`src/rtl/core/connector_reflection_curve_evaluator_core_defines.svh`:
```
// Assertion macros for the connector reflection curve evaluator.
// Used by the top level; expects signals named clk and arst_n in scope.
`ifndef CONNECTOR_REFLECTION_CURVE_EVALUATOR_CORE_DEFINES_SVH
`define CONNECTOR_REFLECTION_CURVE_EVALUATOR_CORE_DEFINES_SVH

// Same-cycle implication, checked outside reset.
`define CRCE_ASSERT_IMPL(label, ante, cons) \
	label: assert property (@(posedge clk) disable iff (!arst_n) (ante) |-> (cons)) \
		else $error("crce assertion failed");

// Implication after a fixed number of cycles, checked outside reset.
`define CRCE_ASSERT_DELAY(label, ante, lat, cons) \
	label: assert property (@(posedge clk) disable iff (!arst_n) (ante) |-> ##lat (cons)) \
		else $error("crce assertion failed");

`endif

```
`src/rtl/core/crce_pkg.sv`:
```
// Shared types, constants and tables for the connector reflection curve evaluator.
// No dependencies; every module of the block imports this package.
package crce_pkg;

	// Sample index width: default and largest supported value.
	localparam int SAMPLE_BITS_DEF = 16;
	localparam int SAMPLE_BITS_MAX = 24;

	// Width of a nonnegative distance in half-LSB units at the largest sample width.
	localparam int D_W = ((SAMPLE_BITS_MAX + 16 > 32) ? SAMPLE_BITS_MAX + 16 : 32) + 1;

	// Depth of the ratio and exponential unit.
	localparam int DIV_STAGES = 21;
	localparam int EXP_TERMS = 15;
	localparam int POW_STAGES = 23;
	localparam int REX_LAT = 1 + DIV_STAGES + 3 * EXP_TERMS + POW_STAGES;

	// Back part latency from the queue head to the result register.
	localparam int BACK_LAT = REX_LAT + 4;

	// One in Q0.30 and exp(-1) in Q0.30 as the truncated series gives it.
	localparam logic [30:0] ONE_Q30 = 31'h4000_0000;
	localparam logic [28:0] EXP_M1_Q30 = 29'd395007543;

	// Mix fraction of one in Q0.16.
	localparam logic [16:0] MIX_ONE = 17'd65536;

	// Position of a sample relative to the event window.
	typedef enum logic [1:0] {
		RGN_BEFORE,
		RGN_INSIDE,
		RGN_AFTER
	} region_t;

	// Classified word passed from the front part to the back part.
	typedef struct packed {
		logic signed [31:0] level_before;
		logic signed [31:0] level_after;
		logic signed [31:0] jump_height;
		logic [16:0]        mix;
		region_t            region;
		logic [D_W-1:0]     rise_dist;
		logic [D_W-1:0]     fall_dist;
		logic [30:0]        rise_constant;
		logic [30:0]        decay_constant;
		logic [30:0]        tail_constant;
	} crce_work_t;

	// A word with its valid flag.
	typedef struct packed {
		logic       valid;
		crce_work_t work;
	} crce_issue_t;

	// floor(2^32 / k) for the series divisions by the term index.
	function automatic logic [32:0] recip_of(input logic [3:0] k);
		logic [32:0] m;
		unique case (k)
			4'd1:    m = 33'd4294967296;
			4'd2:    m = 33'd2147483648;
			4'd3:    m = 33'd1431655765;
			4'd4:    m = 33'd1073741824;
			4'd5:    m = 33'd858993459;
			4'd6:    m = 33'd715827882;
			4'd7:    m = 33'd613566756;
			4'd8:    m = 33'd536870912;
			4'd9:    m = 33'd477218588;
			4'd10:   m = 33'd429496729;
			4'd11:   m = 33'd390451572;
			4'd12:   m = 33'd357913941;
			4'd13:   m = 33'd330382099;
			4'd14:   m = 33'd306783378;
			4'd15:   m = 33'd286331153;
			default: m = 33'd4294967296;
		endcase
		return m;
	endfunction

endpackage

```
`src/rtl/core/crce_front.sv`:
```
// Front part: takes a word, places the sample against the window and forms distances.
// Depends on crce_pkg.
module crce_front import crce_pkg::*; #(
	parameter int SAMPLE_BITS = SAMPLE_BITS_DEF
) (
	input  logic                   clk,
	input  logic                   arst_n,
	input  logic                   accept,
	input  logic signed [31:0]     level_before,
	input  logic signed [31:0]     level_after,
	input  logic signed [31:0]     jump_height,
	input  logic [30:0]            window_width,
	input  logic [30:0]            rise_constant,
	input  logic [30:0]            decay_constant,
	input  logic [16:0]            mix_fraction,
	input  logic [31:0]            event_center,
	input  logic [30:0]            tail_constant,
	input  logic [SAMPLE_BITS-1:0] sample_position,
	output crce_issue_t            issue
);

	localparam int SW = ((SAMPLE_BITS + 16 > 32) ? SAMPLE_BITS + 16 : 32) + 2;

	logic signed [SW-1:0] pos_w;
	logic signed [SW-1:0] ctr_w;
	logic signed [SW-1:0] wid_w;
	logic signed [SW-1:0] span;
	logic signed [SW-1:0] rise_sum;
	logic signed [SW-1:0] fall_sum;
	region_t              region;
	crce_work_t           work;
	logic                 valid_s1;
	crce_work_t           work_s1;

	// Offset from the window center in half-LSB units.
	assign pos_w = $signed({{(SW - SAMPLE_BITS - 16){1'b0}}, sample_position, 16'd0});
	assign ctr_w = $signed({{(SW - 32){1'b0}}, event_center});
	assign wid_w = $signed({{(SW - 31){1'b0}}, window_width});
	assign span  = (pos_w - ctr_w) <<< 1;

	// Window region of the sample.
	always_comb begin
		priority if (span < -wid_w) begin
			region = RGN_BEFORE;
		end else if (span <= wid_w) begin
			region = RGN_INSIDE;
		end else begin
			region = RGN_AFTER;
		end
	end

	// Rise distance is the full window outside it; fall distance counts from its end.
	assign rise_sum = (region == RGN_INSIDE) ? span + wid_w : wid_w <<< 1;
	assign fall_sum = (region == RGN_AFTER) ? span - wid_w : '0;

	always_comb begin
		work.level_before   = level_before;
		work.level_after    = level_after;
		work.jump_height    = jump_height;
		work.mix            = (mix_fraction > MIX_ONE) ? MIX_ONE : mix_fraction;
		work.region         = region;
		work.rise_dist      = D_W'($unsigned(rise_sum));
		work.fall_dist      = D_W'($unsigned(fall_sum));
		work.rise_constant  = rise_constant;
		work.decay_constant = decay_constant;
		work.tail_constant  = tail_constant;
	end

	// Stage register: valid flag.
	always_ff @(posedge clk or negedge arst_n) begin
		if (!arst_n) begin
			valid_s1 <= 1'b0;
		end else begin
			valid_s1 <= accept;
		end
	end

	// Stage register: payload.
	always_ff @(posedge clk) begin
		if (accept) begin
			work_s1 <= work;
		end
	end

	assign issue.valid = valid_s1;
	assign issue.work  = work_s1;

endmodule

```
`config.mk`:
```
export PLATFORM = sky130hd
export DESIGN_NAME = crce_front
export DESIGN_NICKNAME = d
export VERILOG_FILES = /design/src/rtl/core/connector_reflection_curve_evaluator_core_defines.svh /design/src/rtl/core/crce_pkg.sv /design/src/rtl/core/crce_front.sv
export SDC_FILE = /design/constraint.sdc
export NUM_CORES = 1
export LEC_CHECK = 0
export ABC_AREA = 1
export ABC_CLOCK_PERIOD_IN_PS = 800
export BUFFER_PORTS_ARGS = -buffer_cell sky130_fd_sc_hd__buf_4
export CAP_MARGIN = 20
export CELL_PAD_IN_SITES_DETAIL_PLACEMENT = 1
export CELL_PAD_IN_SITES_GLOBAL_PLACEMENT = 1
export CORE_MARGIN = 8
export CORE_UTILIZATION = 25
export CTS_BUF_LIST = sky130_fd_sc_hd__clkbuf_2
export DETAILED_ROUTE_END_ITERATION = 8
export PLACE_DENSITY = 0.63
export SLEW_MARGIN = 20
export SYNTH_ARGS = -nofsm -noshare
export SYNTH_HDL_FRONTEND = slang
export SYNTH_SLANG_ARGS = --single-unit
```
`constraint.sdc`:
```
create_clock -name clk -period 0.8 [get_ports clk]
set_clock_uncertainty 0.15 [all_clocks]
set_input_delay 0.04 -clock clk [delete_from_list [all_inputs] [get_ports clk]]
set_output_delay 0.04 -clock clk [all_outputs]
set_load 0.01 [all_outputs]
```
# Word level (Yosys, flattened, before mapping)
# Index checks and enable logic that the tools add are counted.
[totals] register_bits=277 in_bits=288 word_cells=24
[op_classes] add_sub_neg=4 n_lt_le_gt_ge=3 eq_ne=2 n_mux=3
[ops] cell="34-bit by 32-bit adder with 34-bit output" n=1
[ops] cell="34-bit by 32-bit <= comparator with 1-bit output" n=1
[ops] cell="34-bit less-than comparator" n=1
[ops] cell="31-bit negator with 34-bit output" n=1
[ops] cell="34-bit by 31-bit subtractor with 34-bit output" n=1
[ops] cell="32-bit by 32-bit subtractor with 33-bit output" n=1
[ops] cell="32-bit two-way mux" n=1
[ops] cell="17-bit > comparator, second input constant" n=1
[ops] cell="2-bit two-way mux" n=2
[ops] cell="2-bit by 1-bit == test with 1-bit output, second input constant" n=1
[ops] cell="2-bit == test, second input constant" n=1

# Depth between registers and ports, before layout
[depth] ltp_word=6 depth_mapped=30 mapped_depth_nobuf=29

# Worst setup path before layout
# No wires, ideal clock.
[synth_path] path_kind="input-to-reg" startpoint="input event_center[0]" endpoint="register work_s1 (netlist bit issue[159]), data pin" setup_ns=0.253 t_arrival_ns=3.309 required_time_ns=0.397 slack_ns=-2.912 path_stages=27 n_path_buf=2 path_cell_list="inv_1 -> ha_1 -> nand4_1 -> inv_1 -> nand4_1 -> o21ai_0 -> inv_1 -> o21ai_0 -> a21oi_1 -> xnor2_1 -> ha_1 -> buf_2 -> a21oi_1 -> o21ai_1 -> nand2_1 -> nand2_1 -> nor2_1 -> nand2_1 -> nand2_1 -> nand3b_2 -> nand2_2 -> nand2_4 -> nand2_4 -> nand2_8 -> buf_6 -> nand2_1 -> nand2_1"
[synth_between] elab_chain_cells=6 elab_cells_between_ends=8 classes_between="2 x add/sub; 2 x order compare; 1 x eq/ne; 3 x mux"
[synth_rtl] element="start: declaration" line_no="crce_front.sv:16" text="input logic [31:0] event_center,"
[synth_rtl] element="32-bit by 32-bit subtractor with 33-bit output *" line_no="crce_front.sv:39" text="assign span = (pos_w - ctr_w) <<< 1;"
[synth_rtl] element="34-bit by 32-bit <= comparator with 1-bit output" line_no="crce_front.sv:45" text="end else if (span <= wid_w) begin"
[synth_rtl] element="2-bit two-way mux" line_no="crce_front.sv:45"
[synth_rtl] element="2-bit two-way mux" line_no="crce_front.sv:43" text="priority if (span < -wid_w) begin"
[synth_rtl] element="2-bit by 1-bit == test with 1-bit output" line_no="crce_front.sv:53" text="assign rise_sum = (region == RGN_INSIDE) ? span + wid_w : wid_w <<< 1;"
[synth_rtl] element="32-bit two-way mux *" line_no="crce_front.sv:53"
[synth_rtl] element="via rise_sum[25]" line_no="crce_front.sv:28" text="logic signed [SW-1:0] rise_sum;"
[synth_rtl] element="end signal: assignment" line_no="crce_front.sv:81" text="work_s1 <= work;"
[synth_rtl] element="end: declaration" line_no="crce_front.sv:33" text="crce_work_t work_s1;"
# Mark *: on every way through the listed nets, which the timed path passes. The rest lies on a longest branch.
# A chain may end at the register's enable or synchronous reset.

# Worst setup path after layout
[layout_path] startpoint="input event_center[18]" endpoint="register work_s1 (netlist bit issue[104]), data pin"
[layout_between] elab_chain_cells=5 elab_cells_between_ends=6 classes_between="1 x add/sub; 2 x order compare; 1 x eq/ne; 2 x mux"
[layout_rtl] element="32-bit by 32-bit subtractor with 33-bit output *" line_no="crce_front.sv:39"
[layout_rtl] element="34-bit by 32-bit <= comparator with 1-bit output" line_no="crce_front.sv:45"
[layout_rtl] element="2-bit two-way mux" line_no="crce_front.sv:45"
[layout_rtl] element="2-bit two-way mux *" line_no="crce_front.sv:43"
[layout_rtl] element="2-bit == test *" line_no="crce_front.sv:54" text="assign fall_sum = (region == RGN_AFTER) ? span - wid_w : '0;"
# Mark *: on every way between the ends. The rest lies on a longest branch, timed or not.

==> flow_summary.ini <==
[worst_setup_path]
criticalPathCategory = input port to register
req_time_crit_path_ns = 1.37
worst_setup_path_end_kind = register
critPathMaxFanout = 8
cp.arrival_ns = 3.47
cp-start-kind = input port

[clock_tree]
htree_num_levels = 3
cts.clk_slew.worst_paths_ns = 0.09
cts_tree = yes
cts_num_sinks = 277
ctsLongestPathBuffers = 3
cts_root_buf = clkbuf_2
cts_made_buffers = 73

[placed_design]
port_buffers = 564
dp_slack_ns = -3.53
gp_congestion = 0.910
dpl_cell_area_um2 = 25000
dpl.hpwl_mm = 72.8

[die]
initial_utilization = 0.251
coreArea_um2 = 63900
ios = 579
floorplan.rows = 93
die_footprint_um2 = 72500
chipHeight_um = 269
die_x_um = 269

[timing]
worst_slew_pin_slew_ns = 0.552
timing.final.setup_violations = 371
max_freq_mhz = 344
final_report_hold_violation_count = 86
timing.final.max_slew_violations = 0
finalCriticalPeriod_ns = 2.91
timing.slew.headroom = 0.631
final.hold.worst_slack_ns = -0.504
grt_setup_unrepaired = yes
post-route-worst-setup-slack_ns = -2.11
period_share = 3.63

[logic_synthesis]
synth_edf_count = 276
synth_cell_types = 51
register_bit_total_from_synthesis = 277
synth_flop_cell = edfxtp_1
yosysSeqAreaShare = 0.518
synthMostInstantiatedCell = nand2_1
ys_top_cells_by_count = nand2_1 (386), edfxtp_1 (276), inv_1 (223), nor2_1 (155), ha_1 (110)
netlist.area_leader.share = 0.517
yosys_synthesis_warning_count = 0
post_syn_area_per_cell_um2 = 9.47
mappedNetlistArea_um2 = 16000
yosys.area.top_type = edfxtp_1
proportion_of_register_bits_with_asynchronous_set_or_reset_after_synthesis = 0.00361
syn_inst = 1693
post_synth_main_area_contributors = edfxtp_1 (52%), nand2_1 (9.0%), ha_1 (8.6%)

[routing]
antenna_left = 0
route.detailed.wl_per_inst_um = 24.5
route.detailed.vias_per_inst = 4.55
remaining_drc_errors = 0
drt-total-wl_mm = 103
detail_route.first_pass.iterations = 5
detail_route.iter0.violations = 973
dr_total_vias = 19200

[power]
max-vdd-ir-drop_v = 0.000679
leakage_power_uw = 0.0153
power_per_cell_area_nw_per_um2 = 1670

[outcome]
failing_checks = negative hold slack, negative setup slack
outcome = finished with violations

[global_routing]
grt_start_max_net_pins = 49
grt_antenna_before_repair = 29
grt_pass1_vias = 21500
grt_remaining_overflow = 0
grtUsageTotal = 0.268
grt_first_pass_wirelength_mm = 145

[worst_hold_path]
hold_path_class = input port to register
hold-path-endpoint = issue[94]
min_path_cells = 5
worst_hold_startpoint = event_center[0]

[cells_and_area]
nets = 3692
area.growth.synth_to_final_pct = 104
finalCoreUtilization = 0.513
layout_cells_sized_above_1 = 0.436
postLayoutCellArea_um2 = 32800

[flow_run]
maxCapViolCount = 0
[how the worst max path moves through the flow]
stage / startpoint / to / cells after the start
after CTS: window_width[2] / issue[120] / 26
after detailed placement: event_center[24] / issue[135] / 22
after global routing: event_center[0] / issue[104] / 26
after global placement: window_width[2] / issue[139] / 25
final: event_center[18] / issue[104] / 26
after floorplan: event_center[1] / issue[161] / 26
[routing by layer]
metal  part of all wire  track usage
met1               0.35        0.265
met2               0.54        0.525
met3              0.060       0.0656
met4              0.044        0.109
met5            0.00013            0
[worst max-delay path, cell delays in order]
cell and delay (ns):
buf_4 0.11, inv_2 0.06, ha_4 0.20, buf_4 0.17, a21oi_4 0.18, buf_4 0.12, nor2_1 0.03, nor2_1 0.17
buf_4 0.15, o21ai_2 0.05, xor2_1 0.14, buf_4 0.15, buf_4 0.13, ha_1 0.27, nand2_1 0.06, nor2_2 0.16
nand4_1 0.16, nor2_4 0.18, nand2_2 0.12, nand3_2 0.09, nand2_1 0.06, nand2_2 0.09, clkinv_4 0.10, nand3_4 0.22
clkbuf_16 0.22, nor2_1 0.04
[final cells by class]
cell class / count / area [um2]
Tap cell: 855 / 1070
Multi-Input combinational cell: 1152 / 7540
Sequential cell: 277 / 8310
Clock buffer: 100 / 500
Timing Repair Buffer: 1551 / 14200
Antenna cell: 26 / 65.1
Fill cell: 7241 / 31100
Inverter: 237 / 958
Clock inverter: 22 / 154
[report_power, final]
part	switching (uW)	internal (uW)
registers	1030	17700
clock network	7440	4040
logic	12200	12200
[state kept, by name (all words and copies together) (netlist names)]
name	flops
issue	276
valid_s1	1
[layout by cell type, fill, tap and decap left out, types with 14 or more instances in the layout]
cell type,count
buf_6,283
diode_2,26
nor2_4,24
nand4_1,31
edfxtp_1,276
buf_12,16
dlygate4sd3_1,456
ha_1,91
inv_1,201
nand3_1,82
a21oi_2,26
nand2_1,340
a21oi_1,85
nor2_2,26
conb_1,14
xor2_1,48
ha_4,14
nor2_1,121
o21ai_0,39
buf_4,787
o21bai_1,18
inv_2,20
clkinv_1,15
nand2_2,46
clkbuf_2,100
[cells by family after synthesis]
family	Yosys count	share of synthesized area
XOR/XNOR	62	0.0339
flip-flops	277	0.518
AND/OR/NAND/NOR	737	0.203
other	1	0.000234
adder cells (fa/ha/maj)	112	0.0883
AO/OA/AOI/OAI	223	0.0819
buffers and inverters	281	0.0741
[repair_timing]
action | CTS | global route
endpoints found under the setup margin | 347 | 363
resized for setup | 325 | 161
setup buffers | 19 | 26
pin swaps | 28 | 57
cloned | 7 | 4
hold endpoints to repair | 550 | 214
hold buffers | 462 | 11
[metrics by stage]
stage               setup TNS (ns)  instances  total power, uW  hold WS [ns]
floorplan                  -172.63       1706            26200        -0.406
global placement           -301.92       3562            37200        -0.333
detailed placement         -306.08       3562            37500        -0.330
CTS                        -437.16       4172            52200        -0.578
global route               -451.11       4218            57100        -0.575
finish                     -416.28       4220            54600        -0.504
Power figures use the tool's default switching activity.
